<file path="config.mk">
export PLATFORM = sky130hd
export DESIGN_NAME = lpct_cell
export DESIGN_NICKNAME = d
export VERILOG_FILES = /design/src/hdl/lpct_pkg.sv /design/src/hdl/lpct_cell.sv
export SDC_FILE = /design/constraint.sdc
export NUM_CORES = 1
export LEC_CHECK = 0
export ABC_AREA = 0
export BUFFER_PORTS_ARGS = -buffer_cell sky130_fd_sc_hd__clkbuf_2
export CAP_MARGIN = 30
export CORE_ASPECT_RATIO = 0.5
export CORE_MARGIN = 3
export CORE_UTILIZATION = 49
export CTS_BUF_LIST = sky130_fd_sc_hd__clkbuf_4 sky130_fd_sc_hd__clkbuf_8
export DETAILED_ROUTE_END_ITERATION = 6
export PLACE_DENSITY = 0.94
export SLEW_MARGIN = 40
export SYNTH_ARGS = -nofsm -noshare
export SYNTH_HDL_FRONTEND = slang
export SYNTH_SLANG_ARGS = --single-unit
</file>
<file path="constraint.sdc">
create_clock -name clk -period 3.5 [get_ports clk]
set_clock_uncertainty 0.1 [all_clocks]
set_input_delay 0.35 -clock clk [delete_from_list [all_inputs] [get_ports clk]]
set_output_delay 0.35 -clock clk [all_outputs]
set_load 0.02 [all_outputs]
</file>
<file path="src/hdl/lpct_pkg.sv">
`timescale 1ns / 1ps
package lpct_pkg;

  localparam int COORD_W = 12;
  localparam int DIFF_W  = COORD_W + 1;
  localparam int PROD_W  = 2 * COORD_W;
  localparam int C_W     = PROD_W + 1;
  localparam int SQ_W    = 2 * DIFF_W;
  localparam int DEN_W   = 2 * DIFF_W + 1;
  localparam int DOT_W   = 2 * DIFF_W + 1;
  localparam int LEN_W   = 2 * COORD_W + 1;
  localparam int LAB_W   = 2 * LEN_W;
  localparam int DSQ_W   = 2 * (DOT_W - 2);
  localparam int PRD_W   = C_W + DIFF_W;
  localparam int NUM_W   = PRD_W + 1;
  localparam int TOL_W   = 16;
  localparam int HALF_W  = LAB_W / 2;
  localparam int TP_W    = HALF_W + TOL_W;
  localparam int CMP_W   = DSQ_W + TOL_W;
  localparam int DIM_W   = 13;
  localparam int OUT_W   = 16;
  localparam int QBITS   = OUT_W + 1;
  localparam int REM_W   = DEN_W;
  localparam int TOP_W   = NUM_W - QBITS;
  localparam int BIG_W   = REM_W + QBITS;
  localparam int QM_W    = QBITS + 1;

  localparam int CFG_IDX_W  = 2;
  localparam int CFG_DATA_W = 16;
  localparam logic [CFG_IDX_W-1:0] REG_WIDTH  = 2'd0;
  localparam logic [CFG_IDX_W-1:0] REG_HEIGHT = 2'd1;
  localparam logic [CFG_IDX_W-1:0] REG_TOL    = 2'd2;

  localparam logic [DIM_W-1:0] WIDTH_RST  = 13'd4096;
  localparam logic [DIM_W-1:0] HEIGHT_RST = 13'd4096;
  localparam logic [TOL_W-1:0] TOL_RST    = 16'd180;

  localparam int FRONT_STAGES = 7;
  localparam int LATENCY      = FRONT_STAGES + QBITS + 2;

  typedef struct packed {
    logic [COORD_W-1:0] a_start_x;
    logic [COORD_W-1:0] a_start_y;
    logic [COORD_W-1:0] a_end_x;
    logic [COORD_W-1:0] a_end_y;
    logic [COORD_W-1:0] b_start_x;
    logic [COORD_W-1:0] b_start_y;
    logic [COORD_W-1:0] b_end_x;
    logic [COORD_W-1:0] b_end_y;
  } lpct_in_t;

  typedef struct packed {
    logic                    is_parallel;
    logic signed [OUT_W-1:0] cross_x;
    logic signed [OUT_W-1:0] cross_y;
    logic                    inside_image;
    logic                    near_right_angle;
    logic                    corner_found;
  } lpct_out_t;

  typedef struct packed {
    logic             par;
    logic             perp;
    logic             sx;
    logic             sy;
    logic             bigx;
    logic             bigy;
    logic [REM_W-1:0] d;
    logic [REM_W-1:0] remx;
    logic [REM_W-1:0] remy;
    logic [QBITS-1:0] nbx;
    logic [QBITS-1:0] nby;
    logic [QBITS-1:0] qx;
    logic [QBITS-1:0] qy;
  } lpct_cell_t;

endpackage

</file>
<file path="src/hdl/lpct_cell.sv">
`timescale 1ns / 1ps
module lpct_cell (
  input  logic                clk,
  input  logic                rst_n,
  input  logic                valid_i,
  input  lpct_pkg::lpct_cell_t cell_i,
  output logic                valid_o,
  output lpct_pkg::lpct_cell_t cell_o
);
  import lpct_pkg::*;

  // One restoring division step for both coordinates against the same divisor.
  logic [REM_W:0] tx, ty, dd;
  logic           gex, gey;
  logic           valid_r;
  lpct_cell_t     cell_r, cell_nxt;

  always_comb begin
    dd  = {1'b0, cell_i.d};
    tx  = {cell_i.remx, cell_i.nbx[QBITS-1]};
    ty  = {cell_i.remy, cell_i.nby[QBITS-1]};
    gex = (tx >= dd);
    gey = (ty >= dd);
    cell_nxt      = cell_i;
    cell_nxt.remx = gex ? REM_W'(tx - dd) : tx[REM_W-1:0];
    cell_nxt.remy = gey ? REM_W'(ty - dd) : ty[REM_W-1:0];
    cell_nxt.nbx  = {cell_i.nbx[QBITS-2:0], 1'b0};
    cell_nxt.nby  = {cell_i.nby[QBITS-2:0], 1'b0};
    cell_nxt.qx   = {cell_i.qx[QBITS-2:0], gex};
    cell_nxt.qy   = {cell_i.qy[QBITS-2:0], gey};
  end

  always_ff @(posedge clk) begin
    if (!rst_n) begin
      valid_r <= 1'b0;
    end else begin
      valid_r <= valid_i;
    end
  end

  always_ff @(posedge clk) begin
    cell_r <= cell_nxt;
  end

  assign valid_o = valid_r;
  assign cell_o  = cell_r;

endmodule

</file>
==> impl_summary.log <==
INFO  metric status = finished clean
INFO  metric final.fill_count = 772
INFO  metric global_route.overflow_total = 0
INFO  metric ctsResizeCount = 0
INFO  metric cts_bufs_inserted = 17
INFO  metric drv.max_cap_violation_count = 0
INFO  metric std_cell_rows = 29
INFO  metric yosysMostFrequentCell = sky130_fd_sc_hd__dfxtp_1
INFO  metric hp-class = input pin to flop
INFO  metric clk_pin_slew_worst_paths = 0.10 ns
INFO  metric finish.utilization = 75.9%
INFO  metric global_route_wire_length_before_repair = 40300 um
INFO  metric drt_first_iter_violations = 1194
INFO  metric antenna_found_initial = 0
INFO  metric hold_path_startpoint = cell_i[101]
INFO  metric crit_path_end_kind = flop
INFO  metric placed_cells_incl_taps = 1162
INFO  metric clock_tree.root_cell = sky130_fd_sc_hd__clkbuf_8
INFO  metric port-buffer-count = 309
INFO  metric biggest_cell_delay_along_the_critical_path = 0.55 ns
INFO  metric area_delta_synth_final = 45.9%
INFO  metric fmaxAchievable = 286 MHz
INFO  metric cts.repair_timing.setup_buffer_count = 0
INFO  metric clock_sink_count = 154
INFO  metric synth_enable_flop_cells = 0
INFO  metric master_of_the_slowest_instance_on_the_critical_path = sky130_fd_sc_hd__dlygate4sd3_1
INFO  metric worst-setup-path-type = input pin to flop
INFO  metric routedLengthMet1 = 9200 um
INFO  metric hpwl = 16800 um
INFO  metric power.density = 507 nW/um^2
INFO  metric asyncSetResetFlopFracSynth = 0%
INFO  metric slew_headroom = 55.7%
INFO  metric finalWeightedCongestion = 0.953
INFO  metric dieHeight = 89.4 um
INFO  metric power = 0.00504 W
INFO  metric drive_gt1_share = 35.4%
INFO  metric drt-total-wl = 26900 um
INFO  metric grt_util_all_layers = 33.2%
INFO  metric postRouteAntennaNets = 0
INFO  metric i_o_pin_cnt = 314
INFO  metric nets = 1308
INFO  metric dr.pass1.iters = 7
INFO  metric time_the_worst_path_needs_with_i_o_delays_and_setup = 3.49 ns
INFO  metric actual_slew_at_the_worst_max_slew_pin = 0.665 ns
INFO  metric critical_path_required = 3.75 ns
INFO  metric final_max_slew_viol_count = 0
INFO  metric synth_largest_type_area_fraction = 45.3%
INFO  metric ys_top_cells_by_count = sky130_fd_sc_hd__dfxtp_1 (154), sky130_fd_sc_hd__nand2_1 (57), sky130_fd_sc_hd__ha_1 (54)
INFO  metric topRoutingLayerUsed = met4
INFO  metric setup-violations-final = 0
INFO  metric vias = 7595
INFO  metric ys_warn_count = 0
INFO  metric wl_met2 = 12900 um
INFO  metric setup.worst_path.start = cell_i[122]
INFO  metric synth_area = 6810 sq um
INFO  metric cp.arrival = 3.74 ns
INFO  metric synth_cell_type_count = 68
INFO  metric post_drt_via_cell_ratio = 5.87
INFO  metric number_of_global_route_vias_before_repair = 7592
INFO  metric route.detailed.drc = 0
INFO  metric worst-path-max-fanout = 4
INFO  metric initial_core_utilization = 52.0%
INFO  metric path_cells = dlygate4sd3_1, clkbuf_2, ha_1, fa_1, nor2b_1, o31ai_4, a21oi_1, a21boi_1, o21a_1, nor4_1, nor3_1, mux2_2
INFO  metric placeableCoreArea = 13100 sq um
INFO  metric die-area = 15400 sq um
INFO  metric yosys_most_used_dff = sky130_fd_sc_hd__dfxtp_1
INFO  metric netlist.top_cell.by_area = sky130_fd_sc_hd__dfxtp_1
INFO  metric static_leakage = 4.99 nW
INFO  metric avgSynthCellArea = 10.0 sq um
INFO  metric fp.dieW = 173 um
INFO  metric share_of_synthesized_area_occupied_by_flip_flops_and_latches = 45.3%
INFO  metric grt_start_max_net_pins = 27
INFO  metric finalNonFillerCells = 1294
INFO  metric max-clock-path-buffers = 2
INFO  metric cts_tree = built
INFO  metric wl_per_cell = 20.8 um
INFO  metric setup-tns-final = 0 ns
INFO  metric ir_worst_vdd = 0.000241 V
INFO  metric layout_worst_path_cycle_share = 99.7%
INFO  metric cts-htree-levels = 4
INFO  metric rsz0062_at_grt = no
INFO  metric synth.top_cells.by_area = sky130_fd_sc_hd__dfxtp_1 (45%), sky130_fd_sc_hd__ha_1 (9.9%), sky130_fd_sc_hd__mux2_4 (4.0%)
INFO  metric postSynthCellCount = 680
INFO  metric finalHoldViolCount = 0
INFO  metric worst_setup_path_start_kind = input pin
INFO  metric yosys_register_bits = 154
INFO  metric met3_wirelength = 2880 um
## power by group
group / internal (W) / switching [W] / leakage, nW
clock: 0.000617 / 0.000834 / 0.215
combinational: 0.000624 / 0.000936 / 3.47
sequential: 0.00196 / 0.0000701 / 1.30
total: 0.00320 / 0.00184 / 4.99
## final cells by class
type / count / area [sq um] / share of cell area (%)
inverter: 42 / 160 / 1.61
tap: 186 / 233 / 2.34
clock inverter: 15 / 198 / 1.99
timing repair buffer: 413 / 2570 / 25.9
sequential: 154 / 3080 / 31.0
antenna: 1 / 2.50 / 0.0252
clock buffer: 17 / 234 / 2.35
multi-input combinational: 466 / 3450 / 34.7
## metal layers
metal	up-vias	global-route usage (%)
li1	3237	-
met1	3393	36.4
met2	722	60.1
met3	243	7.85
met4	0	21.1
met5	-	0
## cell families (layout without fill, tap and decap cells)
logic type / count (synthesis) / count (layout) / synth area share, %
DFF: 154 / 154 / 45.3
muxes: 29 / 29 / 5.73
other: 1 / 3 / 0.0551
xor gates and xnor gates: 46 / 46 / 5.92
and+or+nand+nor: 161 / 161 / 11.4
buffers and inverters: 61 / 487 / 4.10
AOI/OAI and AO/OA: 172 / 172 / 17.0
adders and majority gates: 56 / 56 / 10.5
## stage by stage
step / setup slack [ns] / hold WS, ns / instance area, sq um
6_report: 0.00892 / 0.0204 / 9940
5_1_grt: 0.0355 / 0.0138 / 9930
4_1_cts: 0.192 / 0.000542 / 9930
3_5_place_dp: 0.353 / 0.354 / 8510
3_3_place_gp: 0.417 / 0.352 / 8510
2_1_floorplan: 0.814 / 0.278 / 6810
## state kept, by name, summed over array words and instances (netlist names)
name and flops:
valid_o 1, cell_o 153
## layout by cell type (no fill, tap or decap), types with 4 or more instances in the layout
cell type / count
sky130_fd_sc_hd__clkbuf_2: 309
sky130_fd_sc_hd__dfxtp_1: 154
sky130_fd_sc_hd__dlygate4sd3_1: 99
sky130_fd_sc_hd__nand2_1: 57
sky130_fd_sc_hd__ha_1: 54
sky130_fd_sc_hd__o21ai_0: 45
sky130_fd_sc_hd__inv_1: 40
sky130_fd_sc_hd__a21oi_1: 40
sky130_fd_sc_hd__nor2_1: 36
sky130_fd_sc_hd__xnor2_1: 23
sky130_fd_sc_hd__xor2_1: 23
sky130_fd_sc_hd__a21o_1: 18
sky130_fd_sc_hd__mux2_4: 18
sky130_fd_sc_hd__clkbuf_8: 17
sky130_fd_sc_hd__nor3_1: 13
sky130_fd_sc_hd__nand4_1: 11
sky130_fd_sc_hd__nand3_1: 9
sky130_fd_sc_hd__o21a_1: 8
sky130_fd_sc_hd__mux2_2: 8
sky130_fd_sc_hd__nor2b_1: 7
sky130_fd_sc_hd__nand2b_1: 7
sky130_fd_sc_hd__a211oi_1: 5
sky130_fd_sc_hd__o211ai_1: 5
sky130_fd_sc_hd__clkinv_8: 5
sky130_fd_sc_hd__buf_4: 5
sky130_fd_sc_hd__a21oi_2: 4
sky130_fd_sc_hd__and3_1: 4
sky130_fd_sc_hd__and2_1: 4
sky130_fd_sc_hd__a31oi_1: 4
sky130_fd_sc_hd__o21bai_1: 4
sky130_fd_sc_hd__a41oi_1: 4
sky130_fd_sc_hd__inv_6: 4
## repair_timing
item / CTS / global route
setup endpoints to repair: 0 / 0
hold buffers: 99 / 0
endpoints found under the hold margin: 99 / 0
## worst paths after layout
path	to	depth (start not counted)
worst min-delay path	cell_o[102]	3
worst max-delay path	cell_o[94]	12
## worst max-delay path, delay by kind of cell
| kind | cells | cell delay [ns] |
|---|---|---|
| muxes | 1 | 0.28 |
| adders and majority gates | 2 | 0.72 |
| AOI/OAI and AO/OA | 4 | 0.90 |
| buffers and inverters | 2 | 0.73 |
| and+or+nand+nor | 3 | 0.77 |
No activity file was read; power rests on OpenSTA's default activity.
