## config.mk

```make
export PLATFORM = sky130hd
export DESIGN_NAME = lpct_back
export DESIGN_NICKNAME = d
export VERILOG_FILES = /design/src/hdl/lpct_pkg.sv /design/src/hdl/lpct_back.sv
export SDC_FILE = /design/constraint.sdc
export NUM_CORES = 1
export LEC_CHECK = 0
export ABC_AREA = 1
export BUFFER_PORTS_ARGS = -buffer_cell sky130_fd_sc_hd__buf_2
export CORE_UTILIZATION = 45
export CTS_BUF_LIST = sky130_fd_sc_hd__clkbuf_8
export DETAILED_ROUTE_END_ITERATION = 10
export PLACE_DENSITY = 0.83
export SLEW_MARGIN = 20
export SYNTH_ARGS = -nofsm -noshare
export SYNTH_HDL_FRONTEND = slang
export SYNTH_SLANG_ARGS = --single-unit
```

## constraint.sdc

```tcl
create_clock -name clk -period 3.13 [get_ports clk]
set_clock_uncertainty 0.05 [all_clocks]
set_input_delay 0.4695 -clock clk [delete_from_list [all_inputs] [get_ports clk]]
set_output_delay 0.4695 -clock clk [all_outputs]
set_load 0.1 [all_outputs]
```

## src/hdl/lpct_pkg.sv

```systemverilog
`timescale 1ns / 1ps
package lpct_pkg;

  localparam int COORD_W = 12;
  localparam int DIFF_W  = COORD_W + 1;
  localparam int PROD_W  = 2 * COORD_W;
  localparam int C_W     = PROD_W + 1;
  localparam int SQ_W    = 2 * DIFF_W;
  localparam int DEN_W   = 2 * DIFF_W + 1;
  localparam int DOT_W   = 2 * DIFF_W + 1;
  localparam int LEN_W   = 2 * COORD_W + 1;
  localparam int LAB_W   = 2 * LEN_W;
  localparam int DSQ_W   = 2 * (DOT_W - 2);
  localparam int PRD_W   = C_W + DIFF_W;
  localparam int NUM_W   = PRD_W + 1;
  localparam int TOL_W   = 16;
  localparam int HALF_W  = LAB_W / 2;
  localparam int TP_W    = HALF_W + TOL_W;
  localparam int CMP_W   = DSQ_W + TOL_W;
  localparam int DIM_W   = 13;
  localparam int OUT_W   = 16;
  localparam int QBITS   = OUT_W + 1;
  localparam int REM_W   = DEN_W;
  localparam int TOP_W   = NUM_W - QBITS;
  localparam int BIG_W   = REM_W + QBITS;
  localparam int QM_W    = QBITS + 1;

  localparam int CFG_IDX_W  = 2;
  localparam int CFG_DATA_W = 16;
  localparam logic [CFG_IDX_W-1:0] REG_WIDTH  = 2'd0;
  localparam logic [CFG_IDX_W-1:0] REG_HEIGHT = 2'd1;
  localparam logic [CFG_IDX_W-1:0] REG_TOL    = 2'd2;

  localparam logic [DIM_W-1:0] WIDTH_RST  = 13'd4096;
  localparam logic [DIM_W-1:0] HEIGHT_RST = 13'd4096;
  localparam logic [TOL_W-1:0] TOL_RST    = 16'd180;

  localparam int FRONT_STAGES = 7;
  localparam int LATENCY      = FRONT_STAGES + QBITS + 2;

  typedef struct packed {
    logic [COORD_W-1:0] a_start_x;
    logic [COORD_W-1:0] a_start_y;
    logic [COORD_W-1:0] a_end_x;
    logic [COORD_W-1:0] a_end_y;
    logic [COORD_W-1:0] b_start_x;
    logic [COORD_W-1:0] b_start_y;
    logic [COORD_W-1:0] b_end_x;
    logic [COORD_W-1:0] b_end_y;
  } lpct_in_t;

  typedef struct packed {
    logic                    is_parallel;
    logic signed [OUT_W-1:0] cross_x;
    logic signed [OUT_W-1:0] cross_y;
    logic                    inside_image;
    logic                    near_right_angle;
    logic                    corner_found;
  } lpct_out_t;

  typedef struct packed {
    logic             par;
    logic             perp;
    logic             sx;
    logic             sy;
    logic             bigx;
    logic             bigy;
    logic [REM_W-1:0] d;
    logic [REM_W-1:0] remx;
    logic [REM_W-1:0] remy;
    logic [QBITS-1:0] nbx;
    logic [QBITS-1:0] nby;
    logic [QBITS-1:0] qx;
    logic [QBITS-1:0] qy;
  } lpct_cell_t;

endpackage

```

## src/hdl/lpct_back.sv

```systemverilog
`timescale 1ns / 1ps
module lpct_back (
  input  logic                       clk,
  input  logic                       rst_n,
  input  logic                       valid_i,
  input  lpct_pkg::lpct_cell_t       cell_i,
  input  logic [lpct_pkg::DIM_W-1:0] width_i,
  input  logic [lpct_pkg::DIM_W-1:0] height_i,
  output logic                       valid_o,
  output lpct_pkg::lpct_out_t        result_o
);
  import lpct_pkg::*;

  function automatic logic signed [OUT_W-1:0] sat_val(
    input logic big, input logic neg, input logic [QM_W-1:0] qm);
    logic signed [OUT_W-1:0] r;
    logic                    ovf;
    ovf = big || qm[QM_W-1] || qm[QM_W-2] || qm[OUT_W-1];
    if (neg) begin
      r = ovf ? {1'b1, {(OUT_W-1){1'b0}}} : -$signed(qm[OUT_W-1:0]);
    end else begin
      r = ovf ? {1'b0, {(OUT_W-1){1'b1}}} : $signed(qm[OUT_W-1:0]);
    end
    return r;
  endfunction

  logic [REM_W:0]          dd, r2x, r2y;
  logic                    incx, incy;
  logic                    f1_v_r, f2_v_r;
  logic [QM_W-1:0]         f1_qx_r, f1_qy_r;
  logic                    f1_bigx_r, f1_bigy_r, f1_sx_r, f1_sy_r, f1_par_r, f1_perp_r;
  logic signed [OUT_W-1:0] px, py;
  logic                    in_image;
  lpct_out_t               res_r;

  always_comb begin
    dd   = {1'b0, cell_i.d};
    r2x  = {cell_i.remx, 1'b0};
    r2y  = {cell_i.remy, 1'b0};
    // Round half to even on the magnitude; the rule is symmetric in sign.
    incx = (r2x > dd) || (r2x == dd && cell_i.qx[0]);
    incy = (r2y > dd) || (r2y == dd && cell_i.qy[0]);
    px = f1_par_r ? '0 : sat_val(f1_bigx_r, f1_sx_r, f1_qx_r);
    py = f1_par_r ? '0 : sat_val(f1_bigy_r, f1_sy_r, f1_qy_r);
    in_image = !f1_par_r && !px[OUT_W-1] && !py[OUT_W-1] &&
               (px < $signed({{(OUT_W-DIM_W){1'b0}}, width_i})) &&
               (py < $signed({{(OUT_W-DIM_W){1'b0}}, height_i}));
  end

  always_ff @(posedge clk) begin
    if (!rst_n) begin
      f1_v_r <= 1'b0;
      f2_v_r <= 1'b0;
    end else begin
      f1_v_r <= valid_i;
      f2_v_r <= f1_v_r;
    end
  end

  always_ff @(posedge clk) begin
    f1_qx_r   <= {1'b0, cell_i.qx} + QM_W'(incx);
    f1_qy_r   <= {1'b0, cell_i.qy} + QM_W'(incy);
    f1_bigx_r <= cell_i.bigx;
    f1_bigy_r <= cell_i.bigy;
    f1_sx_r   <= cell_i.sx;
    f1_sy_r   <= cell_i.sy;
    f1_par_r  <= cell_i.par;
    f1_perp_r <= cell_i.perp;

    res_r.is_parallel      <= f1_par_r;
    res_r.cross_x          <= px;
    res_r.cross_y          <= py;
    res_r.inside_image     <= in_image;
    res_r.near_right_angle <= f1_perp_r;
    res_r.corner_found     <= in_image && f1_perp_r;
  end

  assign valid_o  = f2_v_r;
  assign result_o = res_r;

`ifndef ASSERT_OFF
  a_par_zero: assert property (@(posedge clk) disable iff (!rst_n)
    f2_v_r && res_r.is_parallel |->
      res_r.cross_x == '0 && res_r.cross_y == '0 && !res_r.inside_image)
    else $error("parallel item carries a nonzero point");
  a_corner: assert property (@(posedge clk) disable iff (!rst_n)
    f2_v_r && res_r.corner_found |->
      res_r.inside_image && res_r.near_right_angle && !res_r.is_parallel)
    else $error("corner flag disagrees with its parts");
  a_inside_nonneg: assert property (@(posedge clk) disable iff (!rst_n)
    f2_v_r && res_r.inside_image |->
      !res_r.cross_x[OUT_W-1] && !res_r.cross_y[OUT_W-1])
    else $error("negative point marked inside");
`endif

endmodule
```

==> impl_results.html, run 1 <==
<table>
<tr><th>Metric</th><th>Value</th></tr>
<tr><th colspan="2">Run status</th></tr>
<tr><td>Status</td><td>finished clean</td></tr>
<tr><th colspan="2">Synth</th></tr>
<tr><td>Cell type with the largest total area after synthesis</td><td>sky130_fd_sc_hd__dfxtp_1</td></tr>
<tr><td>Top cell type's share of synthesized area</td><td>0.3046</td></tr>
<tr><td>Yosys warning total</td><td>0</td></tr>
<tr><td>FF+latch count, synth</td><td>80</td></tr>
<tr><td>Number of instances in the synthesized netlist</td><td>about 700</td></tr>
<tr><td>Number of flops mapped to enable cells by yosys</td><td>0</td></tr>
<tr><td>Commonest register cell after synthesis</td><td>sky130_fd_sc_hd__dfxtp_1</td></tr>
<tr><td>Share of synthesized area occupied by flip-flops and latches</td><td>0.3046</td></tr>
<tr><td>Top cells by area in the synthesized netlist</td><td>sky130_fd_sc_hd__dfxtp_1 (30%), sky130_fd_sc_hd__ha_1 (20%), sky130_fd_sc_hd__nand2_1 (7.5%), sky130_fd_sc_hd__inv_1 (7.4%), sky130_fd_sc_hd__nor2_1 (4.9%)</td></tr>
<tr><td>Syn Area/Cell</td><td>between 7 and 8 um2</td></tr>
<tr><td>Share of synthesized registers carrying an async set or reset</td><td>0</td></tr>
<tr><td>Cell area after synthesis</td><td>about 5300 um2</td></tr>
<tr><td>Syn Nets</td><td>roughly 960</td></tr>
<tr><td>Count of unique library cells instantiated by Yosys</td><td>43</td></tr>
<tr><th colspan="2">Final layout</th></tr>
<tr><td>Synthesis-to-layout area growth</td><td>38.55%</td></tr>
<tr><td>Filler cells</td><td>about 960</td></tr>
<tr><td>Most frequent cells in the layout</td><td>sky130_fd_sc_hd__buf_2 (182), sky130_fd_sc_hd__nand2_1 (102), sky130_fd_sc_hd__inv_1 (100)</td></tr>
<tr><td>Share of post-route cells with drive strength above 1</td><td>0.3376</td></tr>
<tr><td>Commonest non-fill, non-tap cell in the layout</td><td>sky130_fd_sc_hd__buf_2</td></tr>
<tr><td>Post-layout util</td><td>0.6380</td></tr>
<tr><td>Final std cell area, no fill</td><td>approximately 7300 um2</td></tr>
<tr><td>Nets</td><td>1200</td></tr>
<tr><td>Number of antenna repair diodes</td><td>0</td></tr>
<tr><th colspan="2">Floorplanning</th></tr>
<tr><td>Placeable core area</td><td>approximately 11000 um2</td></tr>
<tr><td>Vertical die dimension</td><td>around 110 um</td></tr>
<tr><td>Die ar.</td><td>12120 um2</td></tr>
<tr><td>Starting Density</td><td>0.4604</td></tr>
<tr><td>Die X-Extent</td><td>~110 um</td></tr>
<tr><td>Boundary pin count</td><td>about 220</td></tr>
<tr><td>Total number of placement rows</td><td>39</td></tr>
<tr><th colspan="2">STA</th></tr>
<tr><td>Worst hold slack after final layout</td><td>between 0.15 and 0.2 ns</td></tr>
<tr><td>Setup ws final</td><td>slightly below 0.04 ns</td></tr>
<tr><td>Final Critical Period</td><td>3.091 ns</td></tr>
<tr><td>Setup repair after global routing missed its margin</td><td>yes</td></tr>
<tr><td>Least-Margin Pin Slew</td><td>slightly above 0.5 ns</td></tr>
<tr><td>Count of endpoints failing hold in the final timing report</td><td>0</td></tr>
<tr><td>Final max-slew violation count</td><td>0</td></tr>
<tr><td>Worst max-slew margin expressed relative to the limit</td><td>0.6636</td></tr>
<tr><td>Final setup viols</td><td>0</td></tr>
<tr><td>Period utilization</td><td>0.9875</td></tr>
<tr><td>Max frequency</td><td>approximately 320 MHz</td></tr>
<tr><th colspan="2">Clock network</th></tr>
<tr><td>Clock latency on the worst-skew pair</td><td>0.36 ns</td></tr>
<tr><td>Count of clock tree sinks</td><td>80</td></tr>
<tr><td>Clock root buffer</td><td>sky130_fd_sc_hd__clkbuf_8</td></tr>
<tr><td>Maximum buffer depth of the clock tree</td><td>2</td></tr>
<tr><td>Clock tree from TritonCTS</td><td>built</td></tr>
<tr><td>CTS H-Tree Depth</td><td>3</td></tr>
<tr><td>CTS buffer count</td><td>9</td></tr>
<tr><td>Clock Pin Slew Worst Setup and Hold Paths</td><td>about 0.080 ns</td></tr>
<tr><th colspan="2">Placed design</th></tr>
<tr><td>Placer Congestion</td><td>0.8296</td></tr>
<tr><td>Setup WS pre-CTS</td><td>-0.3882 ns</td></tr>
<tr><td>Post-place instance area</td><td>6719 um2</td></tr>
<tr><td>Hpwl dp</td><td>11030 um</td></tr>
<tr><td># port buffers</td><td>approximately 190</td></tr>
<tr><th colspan="2">Power and ir drop</th></tr>
<tr><td>IR drop worst, VDD</td><td>0.4347 mV</td></tr>
<tr><td>Power density relative to cell area</td><td>394.1 nW/um2</td></tr>
<tr><td>Leak pwr</td><td>3.846 nW</td></tr>
<tr><th colspan="2">Worst hold path</th></tr>
<tr><td>Path class of the lowest-slack min-delay path</td><td>in -&gt; reg</td></tr>
<tr><td>Worst hold stages</td><td>1</td></tr>
<tr><th colspan="2">Setup path</th></tr>
<tr><td>Slowest cell on the critical path</td><td>sky130_fd_sc_hd__ha_1</td></tr>
<tr><td>Slowest cell delay on critical path</td><td>0.29 ns</td></tr>
<tr><td>Chain of cells forming the critical path</td><td>buf_2 &gt; inv_1 &gt; ha_1 &gt; nand4_1 &gt; nor3_1 &gt; buf_4 &gt; nand2_2 &gt; o211ai_1 &gt; nand2_1 &gt; nand4_1 &gt; nand2_1 &gt; o21ai_1 &gt; ha_2 &gt; nand3_4 &gt; nor2_4 &gt; nand3_2 &gt; nand3b_1 &gt; nor3_2 &gt; nand4_1 &gt; inv_1 &gt; nand2_1 &gt; xnor2_1</td></tr>
<tr><td>Worst Setup Start Kind</td><td>input port</td></tr>
<tr><td>Number of cell instances on the worst register-to-register path</td><td>15</td></tr>
<tr><td>Worst EP arrival</td><td>around 3.3 ns</td></tr>
<tr><td>Critical setup path kind</td><td>in -&gt; reg</td></tr>
<tr><td>Required time of the worst setup path</td><td>approximately 3.3 ns</td></tr>
<tr><td>Worst Setup End Kind</td><td>flop</td></tr>
<tr><td>Largest driver fanout on the critical path</td><td>2</td></tr>
<tr><th colspan="2">Drt</th></tr>
<tr><td>Number of design-rule violations left by the first detailed-router iteration</td><td>240</td></tr>
<tr><td>First-pass iteration count of the detailed router</td><td>4</td></tr>
<tr><td>Number of remaining DRC errors</td><td>0</td></tr>
<tr><td>Antenna-violating nets left</td><td>0</td></tr>
<tr><td>Routed vias/inst</td><td>4.938</td></tr>
<tr><td>Detailed Route WL</td><td>around 14000 um</td></tr>
<tr><td>Via count</td><td>between 5000 and 6000</td></tr>
<tr><td>WL/cell</td><td>between 10 and 15 um</td></tr>
<tr><th colspan="2">Global route</th></tr>
<tr><td>Global-route wire length before repair</td><td>slightly above 20000 um</td></tr>
<tr><td>Pin count of the biggest net entering global routing</td><td>20</td></tr>
<tr><td>GRT Residual Overflow</td><td>0</td></tr>
<tr><td>Total routing resource utilization after global routing</td><td>0.2182</td></tr>
<tr><td>Antenna violations before repair</td><td>0</td></tr>
<tr><td>Vias in the first global route</td><td>approximately 4900</td></tr>
<tr><th colspan="2">Job</th></tr>
<tr><td>Reported max-cap violation count</td><td>0</td></tr>
</table>
[registers in the layout, indices dropped and copies added (netlist names)]
| signal | flops |
|---|---|
| f1_qx_r | 18 |
| f1_par_r | 1 |
| f1_bigx_r | 1 |
| f1_sy_r | 1 |
| valid_o | 1 |
| f1_qy_r | 18 |
| f1_bigy_r | 1 |
| f1_v_r | 1 |
| result_o | 36 |
| f1_perp_r | 1 |
| f1_sx_r | 1 |
[per-stage QoR]
step / power (mW) / setup TNS, ns / std cells
detailed placement: 1.926 / -3.187 / 1062
finish: 2.871 / 0 / 1082
CTS: 2.836 / 0 / 1078
global route: 3.021 / -1.018 / 1082
global placement: 1.903 / -1.918 / 1062
floorplan: 1.662 / 0 / 689
[final timing paths]
kind / from / slack (ns) / end
setup / recovery: cell_i[131] / 0.04 / f1_qx_r[15]
hold / removal: cell_i[151] / 0.16 / f1_sy_r
setup reg to reg: f1_qx_r[17] / 0.35 / result_o[0]
hold reg to reg: f1_perp_r / 0.31 / result_o[1]
[where the power goes]
part	total, mW	switching, mW	leakage, nW	internal (mW)
clock	0.916	0.368	0.128	0.549
combinational	0.840	0.544	3.05	0.296
sequential	1.11	0.0313	0.669	1.08
[synth_stat cells (2+ instances only)]
cell type,n
sky130_fd_sc_hd__inv_1,103
sky130_fd_sc_hd__nand2_4,2
sky130_fd_sc_hd__ha_1,82
sky130_fd_sc_hd__a211oi_1,10
sky130_fd_sc_hd__nand3_2,2
sky130_fd_sc_hd__o21a_1,8
sky130_fd_sc_hd__a31oi_1,3
sky130_fd_sc_hd__a21oi_1,41
sky130_fd_sc_hd__nor3b_1,4
sky130_fd_sc_hd__nand3_1,40
sky130_fd_sc_hd__nand3b_1,3
sky130_fd_sc_hd__nand3_4,2
sky130_fd_sc_hd__nand2_2,3
sky130_fd_sc_hd__nand4_1,12
sky130_fd_sc_hd__o21ai_0,23
sky130_fd_sc_hd__a311oi_1,2
sky130_fd_sc_hd__xor2_1,18
sky130_fd_sc_hd__dfxtp_1,80
sky130_fd_sc_hd__nand2_1,105
sky130_fd_sc_hd__a21o_1,2
sky130_fd_sc_hd__inv_2,2
sky130_fd_sc_hd__nor4_1,3
sky130_fd_sc_hd__clkbuf_1,5
sky130_fd_sc_hd__nor2_4,2
sky130_fd_sc_hd__xnor2_1,10
sky130_fd_sc_hd__nor2_2,9
sky130_fd_sc_hd__or2_1,2
sky130_fd_sc_hd__nor3_1,25
sky130_fd_sc_hd__or2_2,3
sky130_fd_sc_hd__nor2_1,69
sky130_fd_sc_hd__o211ai_1,2
[timing repair]
action,CTS,global route
hold buffers,0,0
setup endpoints to repair,0,10
buffers inserted,0,4
resized for setup,0,51
[cell families (layout without fill, tap and decap cells)]
logic type	Yosys count	after routing	synth area share
xor+xnor	29	29	0.04974
compound gates	96	96	0.1073
simple gates	290	290	0.2630
buf+inv	112	362	0.08020
fa+ha+maj	82	82	0.1951
flops	80	80	0.3046
[worst max-delay path: cells and delay by family]
| kind | cells | cell delay (ns) |
|---|---|---|
| AOI/OAI and AO/OA | 2 | 0.24 |
| xor gates and xnor gates | 1 | 0.12 |
| adders and majority gates | 2 | 0.55 |
| buffers and inverters | 4 | 0.38 |
| and+or+nand+nor | 13 | 1.52 |
[cell type report]
type	instances	area [um2]	area share
clock inverter	6	107.6	0.01477
clock buffer	10	137.6	0.01889
tap	143	178.9	0.02456
multi-input combinational	497	3487	0.4787
timing repair buffer	240	1369	0.1879
inverter	106	402.9	0.05531
sequential	80	1602	0.2199
[per-layer routing]
metal  part of all wire  GRT usage  routed length (um)  up-vias
met5                  0          0                   0        -
met4              0.033     0.1006                 454        0
met3              0.059    0.03880                 810       34
met2               0.51     0.4107                6965      188
met1               0.40     0.2354                5499     2341
li1                   -          -                   -     2780
Note: power is estimated with default switching activity, not from simulation.
==> inputs of run 2 (changes only) <==
--- a/config.mk
+++ b/config.mk
@@ -6,10 +6,10 @@
 export NUM_CORES = 1
 export LEC_CHECK = 0
 export ABC_AREA = 1
-export BUFFER_PORTS_ARGS = -buffer_cell sky130_fd_sc_hd__buf_2
-export CORE_UTILIZATION = 45
+export CORE_UTILIZATION = 60
 export CTS_BUF_LIST = sky130_fd_sc_hd__clkbuf_8
 export DETAILED_ROUTE_END_ITERATION = 10
+export DONT_BUFFER_PORTS = 1
 export PLACE_DENSITY = 0.83
 export SLEW_MARGIN = 20
 export SYNTH_ARGS = -nofsm -noshare
==> impl_results.html, run 2 (synthesized netlist as in run 1, its figures left out) <==
<table>
<tr><th>Metric</th><th>Value</th></tr>
<tr><th colspan="2">Run status</th></tr>
<tr><td>Status</td><td>finished clean</td></tr>
<tr><th colspan="2">Setup path</th></tr>
<tr><td>Required time of the worst setup path</td><td>3.31 ns (about the same)</td></tr>
<tr><td>Worst reg2reg setup slack</td><td>0.46 ns (+0.11 ns)</td></tr>
<tr><td>Worst Setup Start Kind</td><td>input port</td></tr>
<tr><td>Reg2Reg Launch Point</td><td>f1_sy_r</td></tr>
<tr><td>Critical setup path kind</td><td>in -&gt; reg</td></tr>
<tr><td>Worst Setup End Kind</td><td>flop</td></tr>
<tr><td>Worst EP arrival</td><td>3.18 ns (-0.10 ns)</td></tr>
<tr><td>Number of cell instances on the worst register-to-register path</td><td>15 (unchanged)</td></tr>
<tr><td>Critical path destination</td><td>f1_qx_r[15]</td></tr>
<tr><td>Worst flop-to-flop path endpoint</td><td>result_o[0]</td></tr>
<tr><td>Largest driver fanout on the critical path</td><td>2 (unchanged)</td></tr>
<tr><td>CP Launch Point</td><td>cell_i[147]</td></tr>
<tr><th colspan="2">Global route</th></tr>
<tr><td>Total routing resource utilization after global routing</td><td>0.2683 (+0.05008)</td></tr>
<tr><td>Antenna violations before repair</td><td>0 (unchanged)</td></tr>
<tr><td>Global-route wire length before repair</td><td>19250 um (-7.2%)</td></tr>
<tr><td>Vias in the first global route</td><td>4471 (-9.5%)</td></tr>
<tr><td>Pin count of the biggest net entering global routing</td><td>20 (unchanged)</td></tr>
<tr><td>GRT Residual Overflow</td><td>0 (unchanged)</td></tr>
<tr><th colspan="2">STA</th></tr>
<tr><td>Setup ws final</td><td>0.1238 ns (+0.08451 ns)</td></tr>
<tr><td>Max frequency</td><td>332.6 MHz (+2.8%)</td></tr>
<tr><td>Setup TNS</td><td>0 ns (unchanged)</td></tr>
<tr><td>Least-Margin Pin Slew</td><td>0.9842 ns (+0.4761 ns)</td></tr>
<tr><td>Period utilization</td><td>0.9605 (-0.02700)</td></tr>
<tr><td>Worst hold slack after final layout</td><td>0.09192 ns (-0.06413 ns)</td></tr>
<tr><td>Worst max-slew margin expressed relative to the limit</td><td>0.3430 (-0.3206)</td></tr>
<tr><td>Final setup viols</td><td>0 (unchanged)</td></tr>
<tr><td>Count of endpoints failing hold in the final timing report</td><td>0 (unchanged)</td></tr>
<tr><td>Setup repair after global routing missed its margin</td><td>yes</td></tr>
<tr><td>Final max-slew violation count</td><td>0 (unchanged)</td></tr>
<tr><td>Final Critical Period</td><td>3.006 ns (-0.08451 ns)</td></tr>
<tr><th colspan="2">Drt</th></tr>
<tr><td>Number of remaining DRC errors</td><td>0 (unchanged)</td></tr>
<tr><td>Number of design-rule violations left by the first detailed-router iteration</td><td>146 (-39%)</td></tr>
<tr><td>Met2 Routed Length</td><td>6181 um (-11%)</td></tr>
<tr><td>First-pass iteration count of the detailed router</td><td>4 (unchanged)</td></tr>
<tr><td>Antenna-violating nets left</td><td>0 (unchanged)</td></tr>
<tr><td>WL/cell</td><td>14.64 um (+15%)</td></tr>
<tr><td>Via count</td><td>4662 (-13%)</td></tr>
<tr><td>Uppermost signal routing layer after detailed routing</td><td>met4</td></tr>
<tr><td>Routed vias/inst</td><td>5.570 (+13%)</td></tr>
<tr><td>Sum of routed wire segments on met1</td><td>4847 um (-12%)</td></tr>
<tr><td>Met3 Routed Length</td><td>860 um (+6.2%)</td></tr>
<tr><td>Detailed Route WL</td><td>12250 um (-11%)</td></tr>
<tr><th colspan="2">Worst hold path</th></tr>
<tr><td>Path class of the lowest-slack min-delay path</td><td>in -&gt; reg</td></tr>
<tr><td>Worst hold stages</td><td>0 (-1)</td></tr>
<tr><th colspan="2">Floorplanning</th></tr>
<tr><td>Total number of placement rows</td><td>33 (-15%)</td></tr>
<tr><td>Die ar.</td><td>9141 um2 (-25%)</td></tr>
<tr><td>Vertical die dimension</td><td>95.61 um (-13%)</td></tr>
<tr><td>Boundary pin count</td><td>221 (unchanged)</td></tr>
<tr><td>Die X-Extent</td><td>95.61 um (-13%)</td></tr>
<tr><td>Placeable core area</td><td>8341 um2 (-27%)</td></tr>
<tr><td>Starting Density</td><td>0.6304 (+0.1699)</td></tr>
<tr><th colspan="2">Final layout</th></tr>
<tr><td>Final std cell area, no fill</td><td>5908 um2 (-19%)</td></tr>
<tr><td>Share of post-route cells with drive strength above 1</td><td>0.1230 (-0.2146)</td></tr>
<tr><td>Final standard cell count with taps included and fillers excluded</td><td>837 (-23%)</td></tr>
<tr><td>Synthesis-to-layout area growth</td><td>12.38%</td></tr>
<tr><td>Flip-flop count of the largest register, all copies and words added</td><td>36 (unchanged)</td></tr>
<tr><td>Filler cells</td><td>655 (-32%)</td></tr>
<tr><td>Most frequent cells in the layout</td><td>sky130_fd_sc_hd__inv_1 (104), sky130_fd_sc_hd__nand2_1 (104), sky130_fd_sc_hd__dfxtp_1 (80)</td></tr>
<tr><td>Post-layout util</td><td>0.7084 (+0.07041)</td></tr>
<tr><td>Nets</td><td>993 (-17%)</td></tr>
<tr><td>Number of antenna repair diodes</td><td>0 (unchanged)</td></tr>
<tr><th colspan="2">Clock network</th></tr>
<tr><td>Clock tree from TritonCTS</td><td>built</td></tr>
<tr><td>Post-CTS Hold Fix Bufs</td><td>0 (unchanged)</td></tr>
<tr><td>CTS H-Tree Depth</td><td>3 (unchanged)</td></tr>
<tr><td>Clock latency on the worst-skew pair</td><td>0.34 ns (-0.02 ns)</td></tr>
<tr><td>Clock root buffer</td><td>sky130_fd_sc_hd__clkbuf_8</td></tr>
<tr><td>Maximum buffer depth of the clock tree</td><td>2 (unchanged)</td></tr>
<tr><td>Count of clock tree sinks</td><td>80 (unchanged)</td></tr>
<tr><td>Clock Pin Slew Worst Setup and Hold Paths</td><td>0.09 ns (about the same)</td></tr>
<tr><td>CTS buffer count</td><td>9 (unchanged)</td></tr>
<tr><th colspan="2">Power and ir drop</th></tr>
<tr><td>Leak pwr</td><td>2.940 nW (-24%)</td></tr>
<tr><td>Total power</td><td>2.531 mW (-12%)</td></tr>
<tr><td>IR drop worst, VDD</td><td>0.1974 mV (-55%)</td></tr>
<tr><td>Power density relative to cell area</td><td>428.5 nW/um2 (+8.7%)</td></tr>
<tr><th colspan="2">Placed design</th></tr>
<tr><td>Hpwl dp</td><td>10110 um (-8.4%)</td></tr>
<tr><td># port buffers</td><td>0 (-100%)</td></tr>
<tr><td>Placer Congestion</td><td>0.8948 (+7.9%)</td></tr>
<tr><td>Setup WS pre-CTS</td><td>-0.2596 ns (+0.1286 ns)</td></tr>
<tr><td>DP Cell Count</td><td>819 (-23%)</td></tr>
<tr><td>Post-place instance area</td><td>5598 um2 (-17%)</td></tr>
<tr><th colspan="2">Job</th></tr>
<tr><td>Reported max-cap violation count</td><td>0 (unchanged)</td></tr>
</table>
[run 2: cell count changes in the layout (fill, tap and decap cells not counted), moves of 4 or more]
cell	change
sky130_fd_sc_hd__buf_2	-182
sky130_fd_sc_hd__buf_4	-20
sky130_fd_sc_hd__ha_1	+10
sky130_fd_sc_hd__ha_4	-9
sky130_fd_sc_hd__buf_6	-4
sky130_fd_sc_hd__inv_1	+4
sky130_fd_sc_hd__nand3_1	+4
[run 2: layout make-up]
class | count | area (um2) | share of cell area
Clock buffer | 11 | 151.4 | 0.02562
Clock inverter | 5 | 56.30 | 0.009530
Inverter | 106 | 397.9 | 0.06734
Multi-Input combinational cell | 497 | 3322 | 0.5623
Sequential cell | 80 | 1602 | 0.2711
Tap cell | 105 | 131.4 | 0.02224
Timing Repair Buffer | 33 | 247.7 | 0.04193
[run 2: layer usage]
| layer | vias up | track usage |
|---|---|---|
| li1 | 2364 | - |
| met1 | 2045 | 0.2962 |
| met2 | 220 | 0.4917 |
| met3 | 33 | 0.05582 |
| met4 | 0 | 0.1169 |
| met5 | - | 0 |
[run 2: worst min-delay path by stage]
stage                              to   startpoint
after CTS                   f1_bigx_r  cell_i[150]
after global routing        f1_bigx_r  cell_i[150]
after detailed placement  result_o[1]    f1_perp_r
after floorplan           result_o[1]    f1_perp_r
final                       f1_bigx_r  cell_i[150]
after global placement    result_o[1]    f1_perp_r
[run 2: power by group]
| part | internal (mW) | switching [mW] | total, mW |
|---|---|---|---|
| Sequential | 1.08 | 0.256 | 1.34 |
| Combinational | 0.179 | 0.247 | 0.426 |
| Clock | 0.409 | 0.356 | 0.765 |
| Total | 1.67 | 0.859 | 2.53 |
[run 2: critical path, stage by stage]
cell	delay [ns]
sky130_fd_sc_hd__inv_1	0.06
sky130_fd_sc_hd__ha_4	0.27
sky130_fd_sc_hd__nand2_1	0.05
sky130_fd_sc_hd__nor3b_2	0.20
sky130_fd_sc_hd__nand4_1	0.17
sky130_fd_sc_hd__nor4_2	0.33
sky130_fd_sc_hd__nand3b_1	0.17
sky130_fd_sc_hd__o21ai_2	0.15
sky130_fd_sc_hd__ha_2	0.22
sky130_fd_sc_hd__nand3_1	0.12
sky130_fd_sc_hd__nor2_2	0.13
sky130_fd_sc_hd__nand3_1	0.10
sky130_fd_sc_hd__nand3b_1	0.21
sky130_fd_sc_hd__nor3_2	0.12
sky130_fd_sc_hd__nand4_1	0.12
sky130_fd_sc_hd__inv_1	0.09
sky130_fd_sc_hd__nand2_1	0.07
sky130_fd_sc_hd__xnor2_1	0.12
[run 2: repair_timing]
action,CTS,global route
resized for setup,0,18
hold endpoints to repair,0,0
buffers inserted,0,2
setup endpoints to repair,0,11
